[src/assert_macros.svh]
// assertion macros used by the controller core
// expects a clock named clk and a synchronous reset named rst in scope
`ifndef ASSERT_MACROS_SVH
`define ASSERT_MACROS_SVH

// property must hold at every clock edge out of reset
`define WFC_ASSERT(lbl, prop, msg) \
  lbl: assert property (@(posedge clk) disable iff (rst) (prop)) else $error(msg);

// consequent must hold in the cycle after the antecedent
`define WFC_ASSERT_NEXT(lbl, ante, cons, msg) \
  lbl: assert property (@(posedge clk) disable iff (rst) (ante) |=> (cons)) else $error(msg);

`endif

[src/wfc_pkg.sv]
// types and constants for the waypoint follow controller
// no dependencies
package wfc_pkg;

  typedef enum logic [1:0] {
    OP_TICK   = 2'd0,
    OP_START  = 2'd1,
    OP_CANCEL = 2'd2,
    OP_ABORT  = 2'd3
  } op_t;

  localparam logic [2:0] ST_IDLE      = 3'd0;
  localparam logic [2:0] ST_RUNNING   = 3'd1;
  localparam logic [2:0] ST_COMPLETED = 3'd2;
  localparam logic [2:0] ST_CANCELED  = 3'd3;
  localparam logic [2:0] ST_ABORTED   = 3'd4;
  localparam logic [2:0] ST_REJECTED  = 3'd5;

  localparam logic [1:0] CFG_SPEED_GAIN = 2'd0;
  localparam logic [1:0] CFG_TURN_GAIN  = 2'd1;
  localparam logic [1:0] CFG_ARRIVE_TOL = 2'd2;

  localparam logic signed [17:0] Q_PI      = 18'sd25736;
  localparam logic signed [17:0] Q_TWO_PI  = 18'sd51472;
  localparam logic signed [16:0] Q_HALF_PI = 17'sd12868;
  localparam logic [12:0] LIN_CAP = 13'd4096;
  localparam logic signed [15:0] ANG_CAP = 16'sd16384;
  localparam logic [3:0] CORDIC_LAST = 4'd13;

  typedef struct packed {
    logic [1:0]          op;
    logic signed [15:0]  pose_x;
    logic signed [15:0]  pose_y;
    logic signed [15:0]  pose_theta;
  } in_t;

  typedef struct packed {
    logic [12:0]         cmd_linear;
    logic signed [15:0]  cmd_angular;
    logic [1:0]          waypoint_number;
    logic [15:0]         distance;
    logic [2:0]          status;
  } out_t;

  // rounded atan(2^-i) in Q3.13
  function automatic logic [12:0] atan_q13(input logic [3:0] i);
    case (i)
      4'd0:    atan_q13 = 13'd6434;
      4'd1:    atan_q13 = 13'd3798;
      4'd2:    atan_q13 = 13'd2007;
      4'd3:    atan_q13 = 13'd1019;
      4'd4:    atan_q13 = 13'd511;
      4'd5:    atan_q13 = 13'd256;
      4'd6:    atan_q13 = 13'd128;
      4'd7:    atan_q13 = 13'd64;
      4'd8:    atan_q13 = 13'd32;
      4'd9:    atan_q13 = 13'd16;
      4'd10:   atan_q13 = 13'd8;
      4'd11:   atan_q13 = 13'd4;
      4'd12:   atan_q13 = 13'd2;
      4'd13:   atan_q13 = 13'd1;
      default: atan_q13 = 13'd0;
    endcase
  endfunction

  // waypoint table, Q5.11
  function automatic logic [15:0] wp_x(input logic [1:0] idx);
    case (idx)
      2'd0:    wp_x = 16'd4096;
      2'd1:    wp_x = 16'd18432;
      2'd2:    wp_x = 16'd18432;
      default: wp_x = 16'd0;
    endcase
  endfunction

  function automatic logic [15:0] wp_y(input logic [1:0] idx);
    case (idx)
      2'd0:    wp_y = 16'd4096;
      2'd1:    wp_y = 16'd4096;
      2'd2:    wp_y = 16'd18432;
      default: wp_y = 16'd0;
    endcase
  endfunction

endpackage

[src/waypoint_follow_controller_core.sv]
// waypoint follow controller, top level with sequencer and shared multiplier
// depends on wfc_pkg and assert_macros.svh
`include "assert_macros.svh"

// Start, cancel, abort, ticks while idle and ticks past the last waypoint
// go straight from the input transfer to the output step. Any other tick
// while running squares dx and dy in the multiplier (S_SQX, S_SQY), takes 17
// bit-serial square-root steps plus a check step, 14 CORDIC vectoring steps,
// then a multiplier step each for the linear and angular commands (S_LIN,
// S_ANG), and the move into the output register; an arrival ends after the
// square root. All products go through one shared 19x19 signed multiplier.
// The input is stalled until the result has been moved into the output
// register.
module waypoint_follow_controller_core #(
  parameter int NUM_WAYPOINTS = 3
) (
  input  logic          clk,
  input  logic          rst,
  input  logic          in_valid,
  output logic          in_stall,
  input  wfc_pkg::in_t  in_data,
  output logic          out_valid,
  input  logic          out_stall,
  output wfc_pkg::out_t out_data,
  input  logic          cfg_valid,
  output logic          cfg_ready,
  input  logic [1:0]    cfg_index,
  input  logic [12:0]   cfg_data
);

  typedef enum logic [7:0] {
    S_IDLE = 8'b0000_0001,
    S_SQX  = 8'b0000_0010,
    S_SQY  = 8'b0000_0100,
    S_SQRT = 8'b0000_1000,
    S_CORD = 8'b0001_0000,
    S_LIN  = 8'b0010_0000,
    S_ANG  = 8'b0100_0000,
    S_DONE = 8'b1000_0000
  } state_t;

  state_t state;
  logic [11:0] speed_gain;
  logic [11:0] turn_gain;
  logic [12:0] arrive_tolerance;
  logic        running;
  logic [1:0]  waypoint_index;
  logic        pose_seen;

  logic signed [17:0] dx, dy;
  logic signed [15:0] th;
  logic [33:0] sq, rem, root, bitm;
  logic signed [27:0] cx, cy;
  logic signed [16:0] cz;
  logic [3:0]  iter;
  logic        zero_vec;
  logic signed [17:0] err;
  wfc_pkg::out_t res;
  wfc_pkg::out_t first_res;

  logic signed [18:0] mul_a, mul_b;
  logic signed [37:0] prod;
  logic        in_fire;
  logic        past_end;
  logic [2:0]  wp_next;
  logic [33:0] trial;
  logic signed [27:0] xs, ys;
  logic signed [17:0] err_raw;
  logic signed [29:0] lin_full;
  logic signed [28:0] ang_full;
  logic [16:0] root_lo;
  logic signed [17:0] dx_in, dy_in;

  assign in_stall  = (state != S_IDLE);
  assign cfg_ready = 1'b1;
  assign in_fire   = in_valid && !in_stall;
  assign wp_next   = {1'b0, waypoint_index} + 3'd1;
  assign past_end  = ({1'b0, waypoint_index} >= 3'(NUM_WAYPOINTS))
                     || (waypoint_index > 2'd2);
  assign trial     = root + bitm;
  assign xs        = cx >>> iter;
  assign ys        = cy >>> iter;
  assign root_lo   = root[16:0];
  assign dx_in = $signed({2'b00, wfc_pkg::wp_x(waypoint_index)})
               - 18'(in_data.pose_x);
  assign dy_in = $signed({2'b00, wfc_pkg::wp_y(waypoint_index)})
               - 18'(in_data.pose_y);
  assign err_raw = (zero_vec ? 18'sd0 : 18'(cz)) - 18'(th);
  assign lin_full = 30'(prod >>> 8);
  assign ang_full = 29'(prod >>> 9);

  // result fields known at the input transfer
  always_comb begin
    first_res = '0;
    unique case (in_data.op) inside
      wfc_pkg::OP_START: begin
        if (!pose_seen) begin
          first_res.status = wfc_pkg::ST_REJECTED;
        end else begin
          first_res.waypoint_number = 2'd1;
          first_res.status          = wfc_pkg::ST_RUNNING;
        end
      end
      wfc_pkg::OP_CANCEL, wfc_pkg::OP_ABORT: begin
        if (running) begin
          first_res.status = (in_data.op == wfc_pkg::OP_CANCEL) ?
                             wfc_pkg::ST_CANCELED : wfc_pkg::ST_ABORTED;
        end
      end
      default: begin
        if (running) begin
          if (past_end) begin
            first_res.status = wfc_pkg::ST_COMPLETED;
          end else begin
            first_res.waypoint_number = wp_next[1:0];
            first_res.status          = wfc_pkg::ST_RUNNING;
          end
        end
      end
    endcase
  end

  // shared multiplier operand selection
  always_comb begin
    mul_a = '0;
    mul_b = '0;
    unique case (state)
      S_SQX: begin
        mul_a = 19'(dx);
        mul_b = 19'(dx);
      end
      S_SQY: begin
        mul_a = 19'(dy);
        mul_b = 19'(dy);
      end
      S_LIN: begin
        mul_a = $signed({7'd0, speed_gain});
        mul_b = $signed({1'b0, root[17:0]});
      end
      S_ANG: begin
        mul_a = $signed({7'd0, turn_gain});
        mul_b = 19'(err);
      end
      default: begin
        mul_a = '0;
        mul_b = '0;
      end
    endcase
  end

  assign prod = mul_a * mul_b;

  always_ff @(posedge clk) begin
    if (rst) begin
      speed_gain       <= 12'd384;
      turn_gain        <= 12'd1536;
      arrive_tolerance <= 13'd307;
    end else if (cfg_valid && cfg_ready) begin
      unique case (cfg_index)
        wfc_pkg::CFG_SPEED_GAIN: speed_gain       <= cfg_data[11:0];
        wfc_pkg::CFG_TURN_GAIN:  turn_gain        <= cfg_data[11:0];
        wfc_pkg::CFG_ARRIVE_TOL: arrive_tolerance <= cfg_data;
        default: ;
      endcase
    end
  end

  always_ff @(posedge clk) begin
    if (rst) begin
      state          <= S_IDLE;
      running        <= 1'b0;
      waypoint_index <= '0;
      pose_seen      <= 1'b0;
      out_valid      <= 1'b0;
    end else begin
      if ((state == S_DONE) && (!out_valid || !out_stall)) out_valid <= 1'b1;
      else if (out_valid && !out_stall) out_valid <= 1'b0;
      unique case (state)
        S_IDLE: begin
          if (in_fire) begin
            res   <= first_res;
            state <= S_DONE;
            unique case (in_data.op) inside
              wfc_pkg::OP_START: begin
                if (pose_seen) begin
                  running        <= 1'b1;
                  waypoint_index <= '0;
                end
              end
              wfc_pkg::OP_CANCEL, wfc_pkg::OP_ABORT: begin
                if (running) begin
                  running        <= 1'b0;
                  waypoint_index <= '0;
                end
              end
              default: begin
                pose_seen <= 1'b1;
                if (running) begin
                  if (past_end) begin
                    running        <= 1'b0;
                    waypoint_index <= '0;
                  end else begin
                    dx    <= dx_in;
                    dy    <= dy_in;
                    th    <= in_data.pose_theta;
                    state <= S_SQX;
                  end
                end
              end
            endcase
          end
        end
        S_SQX: begin
          sq    <= prod[33:0];
          state <= S_SQY;
        end
        S_SQY: begin
          rem   <= sq + prod[33:0];
          root  <= '0;
          bitm  <= 34'd1 << 32;
          state <= S_SQRT;
        end
        S_SQRT: begin
          if (bitm != '0) begin
            if (rem >= trial) begin
              rem  <= rem - trial;
              root <= (root >> 1) + bitm;
            end else begin
              root <= root >> 1;
            end
            bitm <= bitm >> 2;
          end else begin
            res.distance <= root_lo[16] ? 16'hFFFF : root_lo[15:0];
            if (root_lo < 17'(arrive_tolerance)) begin
              // arrival: stop and move on to the next waypoint
              if (wp_next >= 3'(NUM_WAYPOINTS)) begin
                running        <= 1'b0;
                waypoint_index <= '0;
                res.status     <= wfc_pkg::ST_COMPLETED;
              end else begin
                waypoint_index <= wp_next[1:0];
              end
              state <= S_DONE;
            end else begin
              zero_vec <= (dx == '0) && (dy == '0);
              iter     <= '0;
              // pre-rotate left half plane by a quarter turn
              if (dx < 0) begin
                if (dy >= 0) begin
                  cx <= 28'(dy) <<< 8;
                  cy <= -(28'(dx) <<< 8);
                  cz <= wfc_pkg::Q_HALF_PI;
                end else begin
                  cx <= -(28'(dy) <<< 8);
                  cy <= 28'(dx) <<< 8;
                  cz <= -wfc_pkg::Q_HALF_PI;
                end
              end else begin
                cx <= 28'(dx) <<< 8;
                cy <= 28'(dy) <<< 8;
                cz <= '0;
              end
              state <= S_CORD;
            end
          end
        end
        S_CORD: begin
          if (cy >= 0) begin
            cx <= cx + ys;
            cy <= cy - xs;
            cz <= cz + $signed({4'd0, wfc_pkg::atan_q13(iter)});
          end else begin
            cx <= cx - ys;
            cy <= cy + xs;
            cz <= cz - $signed({4'd0, wfc_pkg::atan_q13(iter)});
          end
          iter <= iter + 4'd1;
          if (iter == wfc_pkg::CORDIC_LAST) state <= S_LIN;
        end
        S_LIN: begin
          res.cmd_linear <= (lin_full > 30'sd4096) ? wfc_pkg::LIN_CAP
                                                   : lin_full[12:0];
          // heading error wrapped into plus or minus pi
          if (err_raw > wfc_pkg::Q_PI) err <= err_raw - wfc_pkg::Q_TWO_PI;
          else if (err_raw < -wfc_pkg::Q_PI) err <= err_raw + wfc_pkg::Q_TWO_PI;
          else err <= err_raw;
          state <= S_ANG;
        end
        S_ANG: begin
          if (ang_full > 29'(wfc_pkg::ANG_CAP))
            res.cmd_angular <= wfc_pkg::ANG_CAP;
          else if (ang_full < -29'(wfc_pkg::ANG_CAP))
            res.cmd_angular <= -wfc_pkg::ANG_CAP;
          else
            res.cmd_angular <= ang_full[15:0];
          state <= S_DONE;
        end
        S_DONE: begin
          if (!out_valid || !out_stall) begin
            out_data <= res;
            state    <= S_IDLE;
          end
        end
        default: state <= S_IDLE;
      endcase
    end
  end

  `WFC_ASSERT(a_run_needs_pose, !running || pose_seen, "running without a pose")
  `WFC_ASSERT(a_idle_index, running || (waypoint_index == 2'd0), "stale index while idle")
  `WFC_ASSERT(a_lin_cap, !out_valid || (out_data.cmd_linear <= wfc_pkg::LIN_CAP), "linear over cap")
  `WFC_ASSERT_NEXT(a_busy_after_take, in_valid && !in_stall, state != S_IDLE, "no work after transfer")

endmodule
[config.mk]
export PLATFORM = sky130hd
export DESIGN_NAME = waypoint_follow_controller_core
export DESIGN_NICKNAME = d
export VERILOG_FILES = /design/src/wfc_pkg.sv /design/src/waypoint_follow_controller_core.sv
export VERILOG_INCLUDE_DIRS = /design/src /design/src/src
export SDC_FILE = /design/constraint.sdc
export NUM_CORES = 2
export LEC_CHECK = 0
export CAP_MARGIN = 20
export CORE_ASPECT_RATIO = 0.8
export CORE_MARGIN = 5
export CORE_UTILIZATION = 45
export DETAILED_ROUTE_END_ITERATION = 7
export DONT_BUFFER_PORTS = 1
export PLACE_DENSITY_LB_ADDON = 0.1
export SLEW_MARGIN = 20
export SYNTH_ARGS = -nofsm -noshare
export SYNTH_HDL_FRONTEND = slang
export SYNTH_SLANG_ARGS = --single-unit
export TNS_END_PERCENT = 50
[constraint.sdc]
create_clock -name clk -period 11.35 [get_ports clk]
set_clock_uncertainty 0.05 [all_clocks]
set_input_delay 3.405 -clock clk [delete_from_list [all_inputs] [get_ports clk]]
set_output_delay 3.405 -clock clk [all_outputs]
set_load 0.005 [all_outputs]
# After elaboration in Yosys (flattened, before gate mapping)
# Memory sizes are Yosys's and may differ from the RTL's. A register that Yosys moved wholly into a read port is not among the register bits.
# Index checks and enable logic that the tools add are counted.
# classes
mul	1
mux	95
n_bitwise	5
add_sub_neg	19
n_lt_le_gt_ge	13
n_reduce_logical	44
n_shift	2
n_eq_ne	30
# op_table
op	count
$mux 28	10
$pmux 34 s2	3
$mux 34	5
$pmux 19 s4	2
$pmux 28 s2	2
$mux 13	7
$mux 17	5
$add 34x34->34	2
$mux 8	8
$pmux 8 s8	1
$pmux 15 s2	2
$add 28x28->28	2
$neg 26->28	2
$sshr 28x4->28	2
$sub 28x28->28	2
$mux 18	3
$mux 50	1
$mux 16	3
$mul 19x19->38	1
$pmux 19 s2	1
$logic_not 18->1	2
$add 33x34->34	1
$ge 34x34->1	1
$pmux 17 s2	1
62 further kinds	140
# totals
regBits	434
word_cells	242
mem_count	2
input_bits	70
rom_bits	416
# memory_table
name	depth	width	rd	rd_ports_with_merged_regs	wr	line	rtl
(name not given)	16	13	1	1	0	wfc_pkg.sv:47	case (i)
(name not given)	16	13	1	1	0	wfc_pkg.sv:47	

# Depth between registers and ports, before layout
# logic_depth
depth_word	7
mapped_depth	43
mapped_depth_nobuf	40

# Worst setup path before layout
# No wires, ideal clock.
# synth_timing
path_type	register to register
startpoint	reg state[4]
endpoint	reg rem[33] (data pin)
n_path_buf	6
t_required_ns	11.026
slack_ns	0.958
period_less_slack_ns	10.392
setup_ns	0.274
stages_incl_launch_ff	42
arrival_ns	10.067
cell_sequence	dfxtp_1 -> nor4_1 -> clkbuf_1 -> and4b_1 -> clkbuf_1 -> clkbuf_1 -> a22o_1 -> a221o_1 -> clkbuf_1 -> nand2_1 -> fa_1 -> inv_1 -> fa_1 -> inv_1 -> fa_1 -> inv_1 -> fa_1 -> fa_1 -> [6 not listed] -> o21a_1 -> a21oi_1 -> a31oi_1 -> a21o_1 -> a21oi_1 -> xnor2_1 -> ha_1 -> clkbuf_1 -> a21oi_1 -> o21ai_0 -> o211ai_1 -> o21ai_1 -> maj3_2 -> a2111oi_2 -> nor4_1 -> a2111oi_2 -> mux2i_1 -> a211oi_1
# synth_between
elab_chain_cells	5
# synth_rtl
element	line	rtl
from (decl)	waypoint_follow_controller_core.sv:42	state_t state;
from (signal assigned)	waypoint_follow_controller_core.sv:170	state <= S_IDLE;
from (signal assigned)	waypoint_follow_controller_core.sv:182	state <= S_DONE;
from (signal assigned)	waypoint_follow_controller_core.sv:206	state <= S_SQX;
$eq 8x7->1, or another cell as far along	waypoint_follow_controller_core.sv:127	unique case (state)
$pmux 19 s4	waypoint_follow_controller_core.sv:127	
$mul 19x19->38 *	waypoint_follow_controller_core.sv:151	assign prod = mul_a * mul_b;
named net prod[21]	waypoint_follow_controller_core.sv:62	logic signed [37:0] prod;
$add 34x34->34 *	waypoint_follow_controller_core.sv:218	rem <= sq + prod[33:0];
$pmux 34 s2 *	waypoint_follow_controller_core.sv:178	unique case (state)
to (signal assigned)	waypoint_follow_controller_core.sv:218	
to (signal assigned)	waypoint_follow_controller_core.sv:226	rem <= rem - trial;
to (decl)	waypoint_follow_controller_core.sv:52	logic [33:0] sq, rem, root, bitm;
# The timed path passes the listed nets; every way through them passes the cells marked *.
# A chain may end at the register's enable or synchronous reset.

# Worst setup path after layout
# layout_timing
startpoint	reg state[5]
endpoint	reg rem[28] (data pin)
# The elaborated chain is that of the path after synthesis.

==> flow_summary.ini <==
[yosys]
syn_inst = 4786
synth-simple-area-share_pct = 15.0
synth_top_family_by_area = adder cells
synthAdderAreaFrac_pct = 25.2
synth_most_common_cell = inv_1
async_reset_ff_share_pct = 0
synthTopCellsByCount = 539 x inv_1, 506 x nand2_1, 452 x nor2_1
yosys_register_bits = 428
yosysWarnings = 0
synth_top_area_share_pct = 24.5
synth.distinct_cells = 103
synth-compound-area-share_pct = 14.7
netlist_top_cells_area = edfxtp_1 25%, fa_1 16%, ha_1 9.6%, inv_1 4.5%, nand2_1 4.3%
syn_nets = 5547
synthMuxAreaShare_pct = 4.89
ys.flop_type = edfxtp_1
synth_largest_area_cell = edfxtp_1
ys_seq_area_share_pct = 27.4
avgSynthCellArea_um2 = 9.34
synth_edf_count = 365
synthXorXnorAreaFrac_pct = 6.53
syn_area_um2 = 44700

[critical_path]
ff2ff_setup_slack_ps = 470
cp_top_family = adder cells
crit_arrival_ps = 11170
slowest_stage = or4b_2
critPathBufInv = 5
worst_ep_required_time_ps = 11640
worstSetupEndpointType = flip-flop
path_class = reg2reg
slowest_delay_ps = 690
cpMostUsedCell = fa_1
startpoint_type = flip-flop
path_max_fanout = 20

[clock_tree]
clock_latency_ps = 650
cts_buffer_depth = 3
postCtsHoldBufs = 0
cts_inserted_buffers = 50
cts_tree = built
htree_levels = 2
cts_root_buf = clkbuf_16
path_clk_slew_ps = 70
cts_sinks = 428

[layout]
layout-drive-gt1-share_pct = 7.73
nets = 5533
syn2layout_area_growth_pct = 8.20
n_antenna_cell = 0
design_area_um2 = 48300
fill_cells = 9400

[route]
wl_mm = 135
via_per_inst = 5.76
drc = 0
ant_nets = 0
wl_per_cell_um = 22.1
vias = 35300
first_pass_iters = 6
drtIter0Drc = 3432

[sta]
rsz0062_at_grt = no
finalHoldWorstSlack_ps = 352
final_max_slew_viol_count = 0
min_period_over_period_pct = 95.9
tns_ps = 0
worstMarginPinSlew_ps = 1150
setup_ws_ps = 469
timing.slew.headroom_pct = 23.4
setup_viol = 0
min_period_ps = 10880
max_freq_mhz = 91.9
finalHoldViolations = 0

[flow_run]
cap_violations = 0

[global_routing]
grt_start_max_net_pins = 72
overflow = 0
grt_pass1_wl_mm = 209
grt_usage_pct = 25.3
antenna_found_initial = 3
grt_pass1_vias = 34100

[pwr]
power.density_nw_per_um2 = 72.6
leakagePower_nw = 20.8
ir_drop_mv = 0.102

[floorplanning]
die-area_um2 = 106000
die_h_um = 292
num_rows = 103
core_um2 = 98600
ioPinCount = 123
initial_core_util_pct = 45.3
die_x_um = 362

[hold_path]
min_path_type = reg2reg

[placed_design]
place.gp.congestion = 0.920
dpl.hpwl_mm = 107
pre_cts_ws_ps = 274
port_buffers = 0
dpl-instance-area_um2 = 46600

[outcome]
status = complete, no violations
-- metal layers --
metal | vias to the layer above | wire length [µm] | track usage, % | share of wire (%)
met3 | 172 | 13800 | 7.68 | 10
met1 | 17100 | 64400 | 38.7 | 48
li1 | 16700 | - | - | -
met2 | 1290 | 53700 | 35.0 | 40
met4 | 0 | 3420 | 5.98 | 2.5
met5 | - | 0 | 0 | 0
-- registers in the layout (all words and copies together), names as in the netlist, 13 cells and up, named ones only --
| name | cells |
|---|---|
| cz | 17 |
| out_data | 50 |
| res | 50 |
| cy | 28 |
| err | 18 |
| th | 16 |
| dy | 17 |
| dx | 17 |
| root | 34 |
| rem | 34 |
| bitm | 17 |
| arrive_tolerance | 13 |
| sq | 34 |
| cx | 28 |
-- report_power, final --
group          leakage (nW)  total (mW)  internal (mW)  switching (mW)
registers              3.83        1.73           1.72          0.0134
clock network         0.817        1.68          0.946           0.735
logic                  16.1      0.0940         0.0292          0.0647
total                  20.8        3.51           2.70           0.813
-- cell type report --
type / count / area [µm²] / area share [%]
clock buffer: 63 / 1350 / 2.79
clock inverter: 31 / 334 / 0.691
inverter: 544 / 2040 / 4.23
multi-input combinational: 3628 / 29800 / 61.7
sequential: 428 / 12200 / 25.3
tap: 1312 / 1640 / 3.40
timing repair buffer: 120 / 932 / 1.93
-- cell families after synthesis --
logic type / after synthesis
DFF: 428
muxes: 136
buffers and inverters: 730
and+or+nand+nor: 1465
adders and majority gates: 693
other: 1
AOI/OAI and AO/OA: 1000
xor gates and xnor gates: 333
-- per-stage QoR --
step	power, mW	utilization, %	cells
finish	3.51	49.0	6126
global route	3.63	49.0	6126
CTS	3.55	49.0	6123
detailed placement	1.86	47.3	6029
global placement	1.86	47.2	6028
floorplan	1.83	-	4786
-- worst reg2reg max path, delay by kind of cell (launching register included) --
kind | cells | cell delay, ps
compound gates | 11 | 2220
xor+xnor | 2 | 600
fa+ha+maj | 9 | 4290
buf+inv | 5 | 510
flops | 1 | 370
simple gates | 6 | 2530
-- timing repair --
| item | in CTS | in global routing |
|---|---|---|
| hold endpoints to repair | 0 | 0 |
| setup buffers | 0 | 1 |
| gates resized for setup | 0 | 13 |
| endpoints found under the setup margin | 0 | 12 |
-- placed cells by master (no fill, tap or decap), types with 36 or more instances in the layout --
master	count
mux4_2	62
xnor2_1	186
o21ai_0	228
fa_1	347
a211oi_1	38
inv_1	537
clkbuf_16	51
a21o_1	85
nor3_1	88
mux2i_1	46
edfxtp_1	365
nand2b_1	47
nand3_1	68
nand2_1	506
dfxtp_1	63
nor2b_1	50
o211ai_1	42
nor2_1	451
ha_1	344
and3_1	46
o21a_1	36
a21oi_1	230
a31oi_1	55
xor2_1	146
buf_4	116
-- path summary, 6_finish.rpt --
path,from,depth (start not counted),end
setup / recovery,state[5],33,rem[28]
hold / removal,res[32],0,out_data[32]
setup reg to reg,state[5],33,rem[28]
hold reg to reg,res[32],0,out_data[32]
No activity file was read; power rests on OpenSTA's default activity.
